[config.mk]
export PLATFORM = sky130hd
export DESIGN_NAME = branch_direction_predictor_delayed_flat
export DESIGN_NICKNAME = d
export VERILOG_FILES = /design/src/rtl/bdp_pkg.sv /design/src/rtl/bdp_if.sv /design/src/rtl/branch_direction_predictor_delayed.sv /design/src/rtl/bdp_regs.sv /design/src/rtl/bdp_ctrl.sv /design/src/rtl/bdp_dpath.sv /design/src/flat_wrapper.sv
export SDC_FILE = /design/constraint.sdc
export NUM_CORES = 2
export LEC_CHECK = 0
export BUFFER_PORTS_ARGS = -buffer_cell sky130_fd_sc_hd__buf_2
export CAP_MARGIN = 20
export CORE_MARGIN = 2
export CORE_UTILIZATION = 25
export CTS_BUF_LIST = sky130_fd_sc_hd__clkbuf_2 sky130_fd_sc_hd__clkbuf_4 sky130_fd_sc_hd__clkbuf_8
export DETAILED_ROUTE_END_ITERATION = 16
export GPL_ROUTABILITY_DRIVEN = 0
export HOLD_SLACK_MARGIN = 0.03
export SKIP_LAST_GASP = 1
export SYNTH_ARGS = -nofsm -noshare
export SYNTH_HDL_FRONTEND = slang
export SYNTH_SLANG_ARGS = --single-unit
[constraint.sdc]
create_clock -name clk -period 29.9 [get_ports clk]
set_input_delay 1.495 -clock clk [delete_from_list [all_inputs] [get_ports clk]]
set_output_delay 1.495 -clock clk [all_outputs]
set_load 0.01 [all_outputs]
[src/rtl/bdp_pkg.sv]
`timescale 1ns / 1ps
// ----------------------------------------------------------------------------
// bdp_pkg
// Shared types and constants of the delayed-update branch direction predictor.
// ----------------------------------------------------------------------------
package bdp_pkg;

    localparam int APB_AW = 5;
    localparam int APB_DW = 32;

    // register indexes (paddr[4:2])
    localparam logic [2:0] REG_KIND    = 3'd0;
    localparam logic [2:0] REG_IWIDTH  = 3'd1;
    localparam logic [2:0] REG_HLEN    = 3'd2;
    localparam logic [2:0] REG_DELAY   = 3'd3;
    localparam logic [2:0] REG_FOLD    = 3'd4;

    // predictor kinds
    localparam logic [1:0] KIND_BIMODAL = 2'd0;
    localparam logic [1:0] KIND_GSHARE  = 2'd1;

    localparam logic [1:0] KIND_RESET   = 2'd1;
    localparam logic [3:0] IWIDTH_RESET = 4'd8;
    localparam logic [3:0] HLEN_RESET   = 4'd8;
    localparam logic [3:0] DELAY_RESET  = 4'd0;
    localparam logic       FOLD_RESET   = 1'b0;

    // weakly not-taken
    localparam logic [1:0] CNT_RESET    = 2'b01;

    typedef struct packed {
        logic [1:0] predictor_kind;
        logic [3:0] index_width;
        logic [3:0] history_length;
        logic [3:0] update_delay;
        logic       fold_address;
    } cfg_t;

    typedef struct packed {
        logic clear_en;
        logic capture;
        logic retire;
        logic push;
        logic load_out;
    } dp_cmd_t;

    typedef struct packed {
        logic clear_done;
        logic head_due;
        logic queue_full;
        logic out_free;
        logic delay_zero;
    } dp_status_t;

    typedef enum logic [3:0] {
        ST_CLEAR,
        ST_IDLE,
        ST_IDX,
        ST_MUL1,
        ST_MUL2,
        ST_MOD,
        ST_DRAIN_RD,
        ST_DRAIN_CHK,
        ST_LOOK,
        ST_PUSH,
        ST_POST_RD,
        ST_POST_CHK
    } state_t;

endpackage

[src/rtl/bdp_if.sv]
`timescale 1ns / 1ps
// ----------------------------------------------------------------------------
// bdp_if
// Valid/ready channels: branch items in, predictions out.
// ----------------------------------------------------------------------------
interface bdp_in_if;
    logic        valid;
    logic        ready;
    logic [31:0] branch_cycle;
    logic [31:0] branch_address;
    logic        outcome_taken;
    logic [7:0]  recorded_index;

    modport source (
        output valid, branch_cycle, branch_address, outcome_taken, recorded_index,
        input  ready
    );
    modport sink (
        input  valid, branch_cycle, branch_address, outcome_taken, recorded_index,
        output ready
    );
endinterface

interface bdp_out_if;
    logic valid;
    logic ready;
    logic predict_taken;

    modport source (
        output valid, predict_taken,
        input  ready
    );
    modport sink (
        input  valid, predict_taken,
        output ready
    );
endinterface

[src/rtl/branch_direction_predictor_delayed.sv]
`timescale 1ns / 1ps
// ----------------------------------------------------------------------------
// branch_direction_predictor_delayed
// Bimodal / gshare / gselect 2-bit predictor with delayed counter training.
// ----------------------------------------------------------------------------
// One branch item in, one prediction item out. After reset the counter table
// is swept to weakly not-taken, one entry a cycle; items are not accepted
// during that pass (configuration writes are). Each item then goes through
// capture, the four-stage index and modulo pipeline, a queue head check, the
// table read and the push, which waits for a free output register. Each due
// queued update retires before the lookup with its own head read and check,
// and after the push too when update_delay is 0. The cost is set by the counter
// table's single write port and the one-entry-per-visit head read. A finished
// prediction waits in an output register while the next item is accepted.
module branch_direction_predictor_delayed #(
    parameter int MAX_ENTRIES = 512,
    parameter int QUEUE_DEPTH = 16
) (
    input  logic                       clk,
    input  logic                       rst_n,
    input  logic                       psel,
    input  logic                       penable,
    input  logic                       pwrite,
    input  logic [bdp_pkg::APB_AW-1:0] paddr,
    input  logic [bdp_pkg::APB_DW-1:0] pwdata,
    output logic [bdp_pkg::APB_DW-1:0] prdata,
    output logic                       pready,
    bdp_in_if.sink                     in_ch,
    bdp_out_if.source                  out_ch
);

    bdp_pkg::cfg_t       cfg;
    bdp_pkg::dp_cmd_t    cmd;
    bdp_pkg::dp_status_t status;
    logic                in_ready;

    assign in_ch.ready = in_ready;

    bdp_regs u_regs (
        .clk     (clk),
        .rst_n   (rst_n),
        .psel    (psel),
        .penable (penable),
        .pwrite  (pwrite),
        .paddr   (paddr),
        .pwdata  (pwdata),
        .prdata  (prdata),
        .pready  (pready),
        .cfg     (cfg)
    );

    bdp_ctrl u_ctrl (
        .clk      (clk),
        .rst_n    (rst_n),
        .in_valid (in_ch.valid),
        .in_ready (in_ready),
        .status   (status),
        .cmd      (cmd)
    );

    bdp_dpath #(
        .MAX_ENTRIES (MAX_ENTRIES),
        .QUEUE_DEPTH (QUEUE_DEPTH)
    ) u_dpath (
        .clk            (clk),
        .rst_n          (rst_n),
        .cfg            (cfg),
        .cmd            (cmd),
        .status         (status),
        .branch_cycle   (in_ch.branch_cycle),
        .branch_address (in_ch.branch_address),
        .outcome_taken  (in_ch.outcome_taken),
        .recorded_index (in_ch.recorded_index),
        .out_valid      (out_ch.valid),
        .out_ready      (out_ch.ready),
        .predict_taken  (out_ch.predict_taken)
    );

endmodule

[src/rtl/bdp_regs.sv]
`timescale 1ns / 1ps
// ----------------------------------------------------------------------------
// bdp_regs
// APB configuration registers.
// ----------------------------------------------------------------------------
module bdp_regs (
    input  logic                       clk,
    input  logic                       rst_n,
    input  logic                       psel,
    input  logic                       penable,
    input  logic                       pwrite,
    input  logic [bdp_pkg::APB_AW-1:0] paddr,
    input  logic [bdp_pkg::APB_DW-1:0] pwdata,
    output logic [bdp_pkg::APB_DW-1:0] prdata,
    output logic                       pready,
    output bdp_pkg::cfg_t              cfg
);

    bdp_pkg::cfg_t cfg_reg;
    bdp_pkg::cfg_t cfg_next;
    logic [2:0]    reg_sel;
    logic          wr_en;

    assign reg_sel = paddr[4:2];
    assign wr_en   = psel && penable && pwrite;
    assign pready  = 1'b1;
    assign cfg     = cfg_reg;

    always_comb
    begin
        cfg_next = cfg_reg;
        if (wr_en)
        begin
            case (reg_sel)
                bdp_pkg::REG_KIND:   cfg_next.predictor_kind = pwdata[1:0];
                bdp_pkg::REG_IWIDTH: cfg_next.index_width    = pwdata[3:0];
                bdp_pkg::REG_HLEN:   cfg_next.history_length = pwdata[3:0];
                bdp_pkg::REG_DELAY:  cfg_next.update_delay   = pwdata[3:0];
                bdp_pkg::REG_FOLD:   cfg_next.fold_address   = pwdata[0];
                default:             cfg_next = cfg_reg;
            endcase
        end
    end

    always_ff @(posedge clk or negedge rst_n)
    begin
        if (!rst_n)
        begin
            cfg_reg.predictor_kind <= bdp_pkg::KIND_RESET;
            cfg_reg.index_width    <= bdp_pkg::IWIDTH_RESET;
            cfg_reg.history_length <= bdp_pkg::HLEN_RESET;
            cfg_reg.update_delay   <= bdp_pkg::DELAY_RESET;
            cfg_reg.fold_address   <= bdp_pkg::FOLD_RESET;
        end
        else
        begin
            cfg_reg <= cfg_next;
        end
    end

    always_comb
    begin
        case (reg_sel)
            bdp_pkg::REG_KIND:   prdata = {30'd0, cfg_reg.predictor_kind};
            bdp_pkg::REG_IWIDTH: prdata = {28'd0, cfg_reg.index_width};
            bdp_pkg::REG_HLEN:   prdata = {28'd0, cfg_reg.history_length};
            bdp_pkg::REG_DELAY:  prdata = {28'd0, cfg_reg.update_delay};
            bdp_pkg::REG_FOLD:   prdata = {31'd0, cfg_reg.fold_address};
            default:             prdata = '0;
        endcase
    end

endmodule

[src/rtl/bdp_ctrl.sv]
`timescale 1ns / 1ps
// ----------------------------------------------------------------------------
// bdp_ctrl
// Sequencer: table clear, index pipeline, drain, lookup, push, post-drain.
// ----------------------------------------------------------------------------
module bdp_ctrl (
    input  logic                clk,
    input  logic                rst_n,
    input  logic                in_valid,
    output logic                in_ready,
    input  bdp_pkg::dp_status_t status,
    output bdp_pkg::dp_cmd_t    cmd
);

    bdp_pkg::state_t state_reg;
    bdp_pkg::state_t state_next;

    always_ff @(posedge clk or negedge rst_n)
    begin
        if (!rst_n)
        begin
            state_reg <= bdp_pkg::ST_CLEAR;
        end
        else
        begin
            state_reg <= state_next;
        end
    end

    always_comb
    begin
        state_next = state_reg;
        case (state_reg)
            bdp_pkg::ST_CLEAR:
                if (status.clear_done)
                    state_next = bdp_pkg::ST_IDLE;
            bdp_pkg::ST_IDLE:
                if (in_valid)
                    state_next = bdp_pkg::ST_IDX;
            bdp_pkg::ST_IDX:      state_next = bdp_pkg::ST_MUL1;
            bdp_pkg::ST_MUL1:     state_next = bdp_pkg::ST_MUL2;
            bdp_pkg::ST_MUL2:     state_next = bdp_pkg::ST_MOD;
            bdp_pkg::ST_MOD:      state_next = bdp_pkg::ST_DRAIN_RD;
            bdp_pkg::ST_DRAIN_RD: state_next = bdp_pkg::ST_DRAIN_CHK;
            bdp_pkg::ST_DRAIN_CHK:
                state_next = status.head_due ? bdp_pkg::ST_DRAIN_RD : bdp_pkg::ST_LOOK;
            bdp_pkg::ST_LOOK:     state_next = bdp_pkg::ST_PUSH;
            bdp_pkg::ST_PUSH:
                if (status.out_free)
                    state_next = status.delay_zero ? bdp_pkg::ST_POST_RD : bdp_pkg::ST_IDLE;
            bdp_pkg::ST_POST_RD:  state_next = bdp_pkg::ST_POST_CHK;
            bdp_pkg::ST_POST_CHK:
                state_next = status.head_due ? bdp_pkg::ST_POST_RD : bdp_pkg::ST_IDLE;
            default:              state_next = bdp_pkg::ST_CLEAR;
        endcase
    end

    always_comb
    begin
        cmd      = '0;
        in_ready = 1'b0;
        case (state_reg)
            bdp_pkg::ST_CLEAR:
                cmd.clear_en = 1'b1;
            bdp_pkg::ST_IDLE:
            begin
                in_ready    = 1'b1;
                cmd.capture = in_valid;
            end
            bdp_pkg::ST_DRAIN_CHK,
            bdp_pkg::ST_POST_CHK:
                cmd.retire = status.head_due;
            bdp_pkg::ST_PUSH:
                if (status.out_free)
                begin
                    cmd.load_out = 1'b1;
                    cmd.push     = 1'b1;
                    cmd.retire   = status.queue_full;
                end
            default:
                cmd = '0;
        endcase
    end

endmodule

[src/rtl/bdp_dpath.sv]
`timescale 1ns / 1ps
// ----------------------------------------------------------------------------
// bdp_dpath
// Index formation, counter table, pending-update queue and output register.
// ----------------------------------------------------------------------------
module bdp_dpath #(
    parameter int MAX_ENTRIES = 512,
    parameter int QUEUE_DEPTH = 16
) (
    input  logic                clk,
    input  logic                rst_n,
    input  bdp_pkg::cfg_t       cfg,
    input  bdp_pkg::dp_cmd_t    cmd,
    output bdp_pkg::dp_status_t status,
    input  logic [31:0]         branch_cycle,
    input  logic [31:0]         branch_address,
    input  logic                outcome_taken,
    input  logic [7:0]          recorded_index,
    output logic                out_valid,
    input  logic                out_ready,
    output logic                predict_taken
);

    localparam int AW    = (MAX_ENTRIES > 1) ? $clog2(MAX_ENTRIES) : 1;
    localparam int QW    = (QUEUE_DEPTH > 1) ? $clog2(QUEUE_DEPTH) : 1;
    localparam int CW    = $clog2(QUEUE_DEPTH + 1);
    localparam int RECIP = 4096 / MAX_ENTRIES;

    localparam logic [12:0]   ENTRIES_W = 13'(MAX_ENTRIES);
    localparam logic [12:0]   RECIP_W   = 13'(RECIP);
    localparam logic [AW-1:0] LAST_ENT  = AW'(MAX_ENTRIES - 1);
    localparam logic [QW-1:0] LAST_SLOT = QW'(QUEUE_DEPTH - 1);
    localparam logic [CW:0]   DEPTH_S   = (CW + 1)'(QUEUE_DEPTH);
    localparam logic [CW-1:0] DEPTH_C   = CW'(QUEUE_DEPTH);

    function automatic logic [11:0] mask12(input logic [3:0] w);
        logic [12:0] t;
        t = (13'd1 << w) - 13'd1;
        return t[11:0];
    endfunction

    function automatic logic [11:0] fold30(input logic [29:0] v, input logic [3:0] w);
        logic [11:0] acc;
        logic [3:0]  pos;
        acc = '0;
        for (int wi = 1; wi <= 12; wi++)
        begin
            if (w == 4'(wi))
            begin
                pos = '0;
                for (int k = 0; k < 30; k++)
                begin
                    acc[pos] = acc[pos] ^ v[k];
                    pos = (pos == 4'(wi - 1)) ? 4'd0 : pos + 4'd1;
                end
            end
        end
        return acc;
    endfunction

    function automatic logic [11:0] fold8(input logic [7:0] v, input logic [3:0] w);
        logic [11:0] acc;
        logic [3:0]  pos;
        acc = '0;
        for (int wi = 1; wi <= 12; wi++)
        begin
            if (w == 4'(wi))
            begin
                pos = '0;
                for (int k = 0; k < 8; k++)
                begin
                    acc[pos] = acc[pos] ^ v[k];
                    pos = (pos == 4'(wi - 1)) ? 4'd0 : pos + 4'd1;
                end
            end
        end
        return acc;
    endfunction

    // captured item
    logic [31:0] cycle_reg;
    logic [31:0] pc_reg;
    logic        taken_reg;
    logic [7:0]  ridx_reg;

    // index pipeline
    logic [11:0]   raw_reg;
    logic [11:0]   q_reg;
    logic [11:0]   qm_reg;
    logic [AW-1:0] ix_reg;

    // counter table
    logic [1:0]    cnt_mem [MAX_ENTRIES];
    logic [1:0]    cnt_rd_reg;
    logic [AW-1:0] clr_reg;
    logic [AW-1:0] clr_next;

    // pending-update queue
    logic [32:0]   due_mem  [QUEUE_DEPTH];
    logic [AW-1:0] qidx_mem [QUEUE_DEPTH];
    logic [1:0]    snap_mem [QUEUE_DEPTH];
    logic          tk_mem   [QUEUE_DEPTH];
    logic [32:0]   hd_due_reg;
    logic [AW-1:0] hd_idx_reg;
    logic [1:0]    hd_snap_reg;
    logic          hd_tk_reg;
    logic [QW-1:0] head_reg;
    logic [QW-1:0] head_next;
    logic [CW-1:0] count_reg;
    logic [CW-1:0] count_next;
    logic [QW-1:0] tail;
    logic [CW:0]   tail_sum;

    // output
    logic out_valid_reg;
    logic out_valid_next;
    logic pred_reg;

    // index formation
    logic [3:0]  iw;
    logic [3:0]  hl8;
    logic [3:0]  hin;
    logic [3:0]  pbits;
    logic [29:0] word;
    logic [11:0] pcix;
    logic [7:0]  ghr;
    logic [7:0]  ghr_m;
    logic [11:0] gsel;
    logic [11:0] raw_idx;
    logic [25:0] prod1;
    logic [25:0] prod2;
    logic [11:0] rem;
    logic [12:0] rem_sub;
    logic [1:0]  upd_cnt;

    always_ff @(posedge clk)
    begin
        if (cmd.capture)
        begin
            cycle_reg <= branch_cycle;
            pc_reg    <= branch_address;
            taken_reg <= outcome_taken;
            ridx_reg  <= recorded_index;
        end
    end

    always_comb
    begin
        iw    = (cfg.index_width > 4'd12) ? 4'd12 : cfg.index_width;
        word  = pc_reg[31:2];
        pcix  = cfg.fold_address ? fold30(word, iw) : (word[11:0] & mask12(iw));
        ghr   = ridx_reg ^ pc_reg[9:2];
        hl8   = (cfg.history_length > 4'd8) ? 4'd8 : cfg.history_length;
        ghr_m = ghr & 8'(mask12(hl8));
        hin   = (cfg.history_length < iw) ? cfg.history_length : iw;
        pbits = iw - hin;
        gsel  = ((pcix & mask12(pbits)) << hin) | ({4'd0, ghr} & mask12(hin));
        case (cfg.predictor_kind)
            bdp_pkg::KIND_BIMODAL: raw_idx = pcix;
            bdp_pkg::KIND_GSHARE:  raw_idx = pcix ^ fold8(ghr_m, iw);
            default:               raw_idx = gsel;
        endcase
    end

    // raw index modulo table size: reciprocal estimate, one correction
    assign prod1   = {1'b0, raw_reg, 13'd0} >> 13 == '0 ? '0 : {1'b0, raw_reg} * RECIP_W;
    assign prod2   = {1'b0, q_reg} * ENTRIES_W;
    assign rem     = raw_reg - qm_reg;
    assign rem_sub = {1'b0, rem} - ENTRIES_W;

    always_ff @(posedge clk)
    begin
        raw_reg <= raw_idx;
        q_reg   <= prod1[23:12];
        qm_reg  <= prod2[11:0];
        ix_reg  <= ({1'b0, rem} >= ENTRIES_W) ? rem_sub[AW-1:0] : AW'(rem);
    end

    // counter table
    always_comb
    begin
        if (hd_tk_reg)
            upd_cnt = (hd_snap_reg == 2'b11) ? 2'b11 : hd_snap_reg + 2'b01;
        else
            upd_cnt = (hd_snap_reg == 2'b00) ? 2'b00 : hd_snap_reg - 2'b01;
    end

    always_ff @(posedge clk)
    begin
        if (cmd.clear_en)
            cnt_mem[clr_reg] <= bdp_pkg::CNT_RESET;
        else if (cmd.retire)
            cnt_mem[hd_idx_reg] <= upd_cnt;
        cnt_rd_reg <= cnt_mem[ix_reg];
    end

    assign clr_next = (cmd.clear_en && clr_reg != LAST_ENT) ? clr_reg + AW'(1) : clr_reg;

    always_ff @(posedge clk or negedge rst_n)
    begin
        if (!rst_n)
            clr_reg <= '0;
        else
            clr_reg <= clr_next;
    end

    // queue
    assign tail_sum = {1'b0, CW'(head_reg)} + {1'b0, count_reg};

    always_comb
    begin
        if (count_reg == DEPTH_C)
            tail = head_reg;
        else if (tail_sum >= DEPTH_S)
            tail = QW'(tail_sum - DEPTH_S);
        else
            tail = QW'(tail_sum);
    end

    always_ff @(posedge clk)
    begin
        if (cmd.push)
        begin
            due_mem[tail]  <= {1'b0, cycle_reg} + {29'd0, cfg.update_delay};
            qidx_mem[tail] <= ix_reg;
            snap_mem[tail] <= cnt_rd_reg;
            tk_mem[tail]   <= taken_reg;
        end
        hd_due_reg  <= due_mem[head_reg];
        hd_idx_reg  <= qidx_mem[head_reg];
        hd_snap_reg <= snap_mem[head_reg];
        hd_tk_reg   <= tk_mem[head_reg];
    end

    always_comb
    begin
        head_next = head_reg;
        if (cmd.retire)
            head_next = (head_reg == LAST_SLOT) ? '0 : head_reg + QW'(1);
        count_next = count_reg + CW'(cmd.push) - CW'(cmd.retire);
    end

    always_ff @(posedge clk or negedge rst_n)
    begin
        if (!rst_n)
        begin
            head_reg  <= '0;
            count_reg <= '0;
        end
        else
        begin
            head_reg  <= head_next;
            count_reg <= count_next;
        end
    end

    // output register
    assign out_valid_next = cmd.load_out ? 1'b1 : (out_ready ? 1'b0 : out_valid_reg);

    always_ff @(posedge clk or negedge rst_n)
    begin
        if (!rst_n)
            out_valid_reg <= 1'b0;
        else
            out_valid_reg <= out_valid_next;
    end

    always_ff @(posedge clk)
    begin
        if (cmd.load_out)
            pred_reg <= cnt_rd_reg[1];
    end

    assign out_valid     = out_valid_reg;
    assign predict_taken = pred_reg;

    assign status.clear_done = (clr_reg == LAST_ENT);
    assign status.head_due   = (count_reg != '0) && (hd_due_reg <= {1'b0, cycle_reg});
    assign status.queue_full = (count_reg == DEPTH_C);
    assign status.out_free   = !out_valid_reg || out_ready;
    assign status.delay_zero = (cfg.update_delay == 4'd0);

endmodule

[src/flat_wrapper.sv]
// flat-port wrapper written by rule: the top's interface ports become plain ports
module branch_direction_predictor_delayed_flat 
#(
    parameter int MAX_ENTRIES = 512,
    parameter int QUEUE_DEPTH = 16
)
  (clk, rst_n, psel, penable, pwrite, paddr, pwdata, prdata, pready, in_ch_valid, in_ch_branch_cycle, in_ch_branch_address, in_ch_outcome_taken, in_ch_recorded_index, in_ch_ready, out_ch_valid, out_ch_predict_taken, out_ch_ready);
  bdp_in_if in_ch_i ();
  bdp_out_if out_ch_i ();
  input  logic clk;
  input  logic rst_n;
  input  logic psel;
  input  logic penable;
  input  logic pwrite;
  input  logic [bdp_pkg::APB_AW-1:0] paddr;
  input  logic [bdp_pkg::APB_DW-1:0] pwdata;
  output logic [bdp_pkg::APB_DW-1:0] prdata;
  output logic pready;
  input wire logic [$bits(in_ch_i.valid)-1:0] in_ch_valid;
  input wire logic [$bits(in_ch_i.branch_cycle)-1:0] in_ch_branch_cycle;
  input wire logic [$bits(in_ch_i.branch_address)-1:0] in_ch_branch_address;
  input wire logic [$bits(in_ch_i.outcome_taken)-1:0] in_ch_outcome_taken;
  input wire logic [$bits(in_ch_i.recorded_index)-1:0] in_ch_recorded_index;
  output wire logic [$bits(in_ch_i.ready)-1:0] in_ch_ready;
  output wire logic [$bits(out_ch_i.valid)-1:0] out_ch_valid;
  output wire logic [$bits(out_ch_i.predict_taken)-1:0] out_ch_predict_taken;
  input wire logic [$bits(out_ch_i.ready)-1:0] out_ch_ready;
  assign in_ch_i.valid = in_ch_valid;
  assign in_ch_i.branch_cycle = in_ch_branch_cycle;
  assign in_ch_i.branch_address = in_ch_branch_address;
  assign in_ch_i.outcome_taken = in_ch_outcome_taken;
  assign in_ch_i.recorded_index = in_ch_recorded_index;
  assign in_ch_ready = in_ch_i.ready;
  assign out_ch_valid = out_ch_i.valid;
  assign out_ch_predict_taken = out_ch_i.predict_taken;
  assign out_ch_i.ready = out_ch_ready;
  branch_direction_predictor_delayed #(.MAX_ENTRIES(MAX_ENTRIES), .QUEUE_DEPTH(QUEUE_DEPTH)) u_core (.clk(clk), .rst_n(rst_n), .psel(psel), .penable(penable), .pwrite(pwrite), .paddr(paddr), .pwdata(pwdata), .prdata(prdata), .pready(pready), .in_ch(in_ch_i), .out_ch(out_ch_i));
endmodule
After elaboration in Yosys (flattened, before gate mapping). Memories as Yosys holds them, arrays and structs flattened. A register that Yosys moved wholly into a read port is not among the register bits. Index checks and enable logic that the tools add are counted.

Memories: 5. Output and inout port bits: 36. Register bits: 139. Logic and storage cells: 626. Bits in writable memories: 1744. Input bits: 117.

Memory list: u_core.u_dpath.cnt_mem (depth 512, bits a word 2, rd ports 1, clocked after Yosys merged registers in 1, write ports 1, RTL line bdp_dpath.sv:93) `logic [1:0] cnt_mem [MAX_ENTRIES];`; u_core.u_dpath.due_mem (depth 16, bits a word 33, rd ports 1, clocked after Yosys merged registers in 1, write ports 1, RTL line bdp_dpath.sv:99) `logic [32:0] due_mem [QUEUE_DEPTH];`; u_core.u_dpath.qidx_mem (depth 16, bits a word 9, rd ports 1, clocked after Yosys merged registers in 1, write ports 1, RTL line bdp_dpath.sv:100) `logic [AW-1:0] qidx_mem [QUEUE_DEPTH];`; u_core.u_dpath.snap_mem (depth 16, bits a word 2, rd ports 1, clocked after Yosys merged registers in 1, write ports 1, RTL line bdp_dpath.sv:101) `logic [1:0] snap_mem [QUEUE_DEPTH];`; u_core.u_dpath.tk_mem (depth 16, bits a word 1, rd ports 1, clocked after Yosys merged registers in 1, write ports 1, RTL line bdp_dpath.sv:102) `logic tk_mem [QUEUE_DEPTH];`.

Eq/ne operators: 36. Reduce and logical (&&, ||, !) cells: 22. Shifts and indexed selects: 5. Bitwise operators: 443. Add/subtract/negate cells: 16. Order comparisons: 6. Multiplexer cells: 74.

Operators with widths (number): $xor 1x1->1 (436); $mux 8 (11); $mux 4 (15); $pmux 4 s12 (1); $eq 4x4->1 const B (10); $shl 1x4->12 const A (3); $sub 12x1->12 const B (3); $add 32x4->33 (1); $le 33x32->1 (1); $eq 4x3->1 const B (8); $mux 9 (3); $logic_not 26->1 (1); $and 12x12->12 (2); $mux 12 (2); $pmux 12 s2 (1); $mux 7 (3); $pmux 4 s5 (1); $mux 6 (3); $eq 4x2->1 const B (4); $mux 1 (16); $mux 2 (8); $mux 5 (3); $and 8x12->12 (1); $ge 12x10->1 const B (1); 47 further kinds (64).

Longest topological paths before layout.
Word-level depth: 112. Gate-level depth with buffers: 27.

By module. A second synthesis with hierarchy kept.

Cell total of the unflattened synthesis: 4328. Area, all modules: 80009.2 um^2.

Modules (own cells, without submodules): bdp_dpath (sequential area each 56309.0 um^2, times used 1, cells each 4201, area each 78651.7 um^2); bdp_regs (sequential area each 379.1 um^2, times used 1, cells each 87, area each 994.7 um^2); bdp_ctrl (sequential area each 100.1 um^2, times used 1, cells each 40, area each 362.8 um^2).

Least setup slack after synthesis. OpenSTA, ideal clock, no wires.

Kind: register to register. From: register u_core.u_dpath.hd_snap_reg[0], read port of u_core.u_dpath.snap_mem. To: memory u_core.u_dpath.cnt_mem[0][0] (data pin). Path buffers: 0. Slack: 5.564 ns. Stages on the path, launching flop included: 4. Arrival: 20.167 ns. Setup time: 4.168 ns. Cell sequence: dfxtp_1 -> inv_1 -> a21oi_1 -> o21ai_0.

Word-level cells in the longest chain between the ends: 4. Elaborated cells on any way between the ends: 8. Classes of those cells: 2 x add/sub; 1 x eq/ne; 4 x mux; 1 x reduce/logical.

Ends and longest elaborated chain: start, declared (RTL line bdp_dpath.sv:105) `logic [1:0] hd_snap_reg;`; $sub 2x1->2 (tied with other cells) (RTL line bdp_dpath.sv:185) `upd_cnt = (hd_snap_reg == 2'b00) ? 2'b00 : hd_snap_reg - 2'b01;`; $mux 2 (on tied branches) (RTL line bdp_dpath.sv:185, bdp_dpath.sv:183); $mux 2 (*) (RTL line bdp_dpath.sv:182) `if (hd_tk_reg)`; $mux 2 (no source line) (*); end, declared (RTL line bdp_dpath.sv:93).

Mark *: on every way between the ends. The rest lies on a longest branch, timed or not.

Worst setup path in the final report.
From: register u_core.u_regs.cfg_reg, in the netlist u_core.u_regs.cfg[11]. To: register u_core.u_dpath.raw_reg[5].

Word-level cells in the longest chain between the ends: 86. Elaborated cells on any way between the ends: 333. Classes of those cells: 4 x add/sub; 2 x order compare; 12 x eq/ne; 4 x shift; 30 x mux; 281 x bitwise.

Ends and longest elaborated chain: start, declared (RTL line bdp_regs.sv:19) `bdp_pkg::cfg_t cfg_reg;`; start signal, assigned (RTL line bdp_regs.sv:57) `cfg_reg <= cfg_next;`; $gt 4x4->1 (RTL line bdp_dpath.sv:149) `iw = (cfg.index_width > 4'd12) ? 4'd12 : cfg.index_width;`; $mux 4 (*) (RTL line bdp_dpath.sv:149); $eq 4x1->1 (RTL line bdp_dpath.sv:48) `if (w == 4'(wi))`; $mux 1 (RTL line bdp_dpath.sv:48); $xor 1x1->1 (15 in series) (RTL line bdp_dpath.sv:53) `acc[pos] = acc[pos] ^ v[k];`; $mux 2 (RTL line bdp_dpath.sv:48); $xor 1x1->1 (10 in series) (RTL line bdp_dpath.sv:53); $mux 3 (RTL line bdp_dpath.sv:48); [46 not listed]; $xor 1x1->1 (3 in series) (RTL line bdp_dpath.sv:53); $mux 12 (RTL line bdp_dpath.sv:48); $mux 12 (RTL line bdp_dpath.sv:151) `pcix = cfg.fold_address ? fold30(word, iw) : (word[11:0] & mask12(iw));`; $and 12x12->12 (RTL line bdp_dpath.sv:157) `gsel = ((pcix & mask12(pbits)) << hin) | ({4'd0, ghr} & mask12(hin));`; $shl 12x4->12 (RTL line bdp_dpath.sv:157); $or 12x12->12 (RTL line bdp_dpath.sv:157); $pmux 12 s2 (*) (RTL line bdp_dpath.sv:158) `case (cfg.predictor_kind)`; via u_core.u_dpath.raw_idx[5] (RTL line bdp_dpath.sv:129) `logic [11:0] raw_idx;`; end signal, assigned (RTL line bdp_dpath.sv:173) `raw_reg <= raw_idx;`; end, declared (RTL line bdp_dpath.sv:87) `logic [11:0] raw_reg;`.

The timed path passes the listed nets; every way through them passes the cells marked *. The select of a mux whose other input is x is not followed. A chain may end at the register's enable or synchronous reset.

==> impl_metrics.yaml <==
synthesis:
  yosysMostFrequentCell: "edfxtp_1"
  synth_area_leaders: "edfxtp_1 67%, mux4_2 16%, nor3_1 3.4%, dfxtp_1 1.6%, xnor2_1 1.5%"
  synthXorXnorAreaFrac: 0.02659
  synth-seq-area-share: 0.6999
  avgSynthCellArea_um2: 18.39
  synth-main-ff-cell: "edfxtp_1"
  muxShareOfSynthArea: 0.1659
  syn-cell-area_mm2: 0.08114
  synthSimpleGateAreaFrac: 0.05488
  synth-compound-area-share: 0.01875
  synth_top_cell_by_area: "edfxtp_1"
  async_flop_share: 0.01980
  ys_top_cells_by_count: "1816 x edfxtp_1, 566 x mux4_2, 544 x nor3_1, 207 x clkbuf_1, 148 x nor2_1"
  synth_top_family_by_area: "multiplexers"
  netlist_instances: 4413
  ys_types: 86
  synthAdderAreaFrac: 0.01005
  synth_top_area_share: 0.6721
  synth-edff-count: 1816
  ys_ff_latch: 1919
  synth_warnings: 0
sta:
  finalMaxSlewViolations: 0
  skew_ns: 0.06362
  post-route-period-util: 0.2198
  slew_headroom: 0.07614
  fmax_ghz: 0.1522
  timing.setup.tns_ns: 0
  final_hold_viol_count: 0
  min_period_ns: 6.572
  holdWs_ns: 0.3268
  worst_pin_slew_ns: 1.386
  rsz0062_at_grt: "no"
  setup_viol: 0
routing:
  wire_per_inst_um: 20.59
  drc: 0
  ant_nets: 0
  vias: 42410
  drt_iter0_drc: 3768
  wl_um: 188200
  drtPass1Iterations: 6
  viasPerCell: 4.640
clock_tree:
  clk_pin_slew_worst_paths_ns: 0.06
  cts_setup_buffers: 0
  postCtsHoldBufs: 0
  clk_latency_ns: 1.02
  cts_max_level: 5
  cts_tree: "built"
  cts_made_buffers: 314
  post_cts_resized: 0
  cts.sinks: 1919
  cts_buffer_depth: 4
  cts-root-buf: "clkbuf_8"
floorplanning:
  die_y_um: 573.7
  start_util: 0.2508
  ios: 153
  rows: 209
  coreArea_mm2: 0.3235
  die_area_mm2: 0.3291
  die_w_um: 573.7
setup_path:
  r2r_cells: 22
  crit_family: "simple AND/OR/NAND/NOR gates"
  slowest_delay_ns: 0.66
  r2r_start: "u_core.u_regs.cfg[11]$_DFFE_PN0P_"
  end_kind: "flop"
  rrSetupSlack_ns: 23.33
  crit_start: "u_core.u_regs.cfg[11]$_DFFE_PN0P_"
  crit_required_ns: 30.84
  crit_arrival_ns: 7.51
  path_class: "reg -> reg"
  crit_end: "u_core.u_dpath.raw_reg[5]$_DFF_P_"
  critPathSlowestCell: "dfrtp_1"
  path_buf_inv: 2
  cp_num_cells: 22
  startpoint_type: "flop"
  cp_max_fo: 23
  cp_cell_sequence: "nand2_1 > nand2_1 > ha_1 > or3_1 > o21a_1 > mux2_2 > inv_1 > ha_1 > nor2b_1 > o21a_1 > o21a_1 > or2_2 > nor3_1 > inv_1 > ha_1 > o41ai_1 > nand2_1 > a21boi_1 > mux2_2 > nor3_1 > a211oi_1 > a22o_1"
  r2r_end: "u_core.u_dpath.raw_reg[5]$_DFF_P_"
power_and_ir_drop:
  p_per_area_mw_per_mm2: 84.08
  p_leak_nw: 28.39
  ir_drop_uv: 168.4
cells_and_area:
  nFillCells: 31890
  largest_register: "u_core.u_dpath.cnt_mem"
  fin_nets: 4771
  layout.cells.non_filler: 9140
  top_regs: "u_core.u_dpath.cnt_mem (1024), u_core.u_dpath.due_mem (528), u_core.u_dpath.qidx_mem (144)"
  fin_area_mm2: 0.09287
  layout-drive-gt1-share: 0.2792
  area_growth_pct: 14.45
  largest_reg_flops: 1024
global_routing:
  antenna_found_initial: 7
  grt_pass1_wl_um: 283400
  grt_pass1_vias: 44550
  overflow: 0
  grtUsageTotal: 0.1113
  grt_max_degree: 284
worst_hold_path:
  hold_start: "u_core.u_dpath.raw_reg[8]$_DFF_P_"
  hp-class: "reg -> reg"
placement:
  dp_hpwl_um: 102000
  dp.cells: 8571
  io_buffer_count: 91
  dpl_cell_area_mm2: 0.08655
run_status:
  status: "finished clean"
flow_run:
  maxCapViolations: 0
[per-layer routing]
layer	vias up	share of wire	GRT usage
li1	18220	-	-
met1	22350	0.42	0.1459
met2	1484	0.50	0.1890
met3	357	0.056	0.01753
met4	0	0.024	0.03376
met5	-	0	0
[final cells by class]
class / instances / area, µm² / share of cell area
multi-input cells: 2072 / 22800 / 0.2455
inverters: 71 / 269.0 / 0.002897
repair buffers: 214 / 1564 / 0.01684
clock inverters: 116 / 765.7 / 0.008246
diodes: 2 / 5.005 / 0.00005389
flip-flops and latches: 1919 / 56810 / 0.6118
clock buffers: 421 / 5238 / 0.05640
well taps: 4325 / 5411 / 0.05827
[cell usage in the layout (no fill, tap or decap), types with 61 or more instances in the layout]
cell type / synthesis / final
nand2_1: 91 / 91
mux4_2: 566 / 566
edfxtp_1: 1816 / 1816
clkinv_1: 0 / 61
nor3_1: 544 / 543
inv_1: 69 / 68
clkbuf_8: 0 / 332
nor2_1: 148 / 132
buf_4: 35 / 108
xnor2_1: 135 / 135
clkbuf_4: 0 / 89
buf_2: 80 / 92
[where the power goes]
group | internal [W] | total (W) | leakage, nW | switching [W]
clock network | 0.00121 | 0.00223 | 3.16 | 0.00101
logic | 0.00107 | 0.00233 | 7.70 | 0.00125
registers | 0.00308 | 0.00326 | 17.5 | 0.000171
[cell families (layout without fill, tap and decap cells)]
family,count (synthesis),after routing
DFF,1919,1919
and+or+nand+nor,912,912
muxes,634,634
buffers and inverters,449,822
AOI/OAI and AO/OA,224,224
xor gates and xnor gates,210,210
adders and majority gates,63,63
other,2,31
[through the flow]
step	util	power (W)	setup WS [ns]
after detailed placement	0.2676	0.005660	23.43
after floorplan	-	0.004951	5.564
final	0.2871	0.007808	23.33
after CTS	0.2861	0.007896	23.39
after global placement	0.2675	0.005643	23.50
after global routing	0.2871	0.008156	22.90
[worst min-delay path by stage]
stage | endpoint | slack [ns] | cells after the start
finish | u_core.u_dpath.ix_reg[8]$_DFF_P_ | 0.33 | 0
global route | u_core.u_dpath.ix_reg[1]$_DFF_P_ | 0.33 | 0
CTS | u_core.u_dpath.ix_reg[8]$_DFF_P_ | 0.33 | 0
detailed placement | u_core.u_dpath.ix_reg[1]$_DFF_P_ | 0.31 | 0
global placement | u_core.u_dpath.ix_reg[4]$_DFF_P_ | 0.31 | 0
floorplan | u_core.u_dpath.ix_reg[0]$_DFF_P_ | 0.31 | 0
[worst reg2reg max path: stages, from the launching register on]
cell and delay [ns]:
dfrtp_1 0.66, nand2_1 0.61, nand2_1 0.15, ha_1 0.21
or3_1 0.41, o21a_1 0.25, mux2_2 0.40, inv_1 0.28
ha_1 0.28, nor2b_1 0.13, o21a_1 0.17, o21a_1 0.25
or2_2 0.37, nor3_1 0.52, inv_1 0.10, ha_1 0.32
o41ai_1 0.41, nand2_1 0.10, a21boi_1 0.22, mux2_2 0.20
nor3_1 0.05, a211oi_1 0.24, a22o_1 0.20
Power figures use the tool's default switching activity.
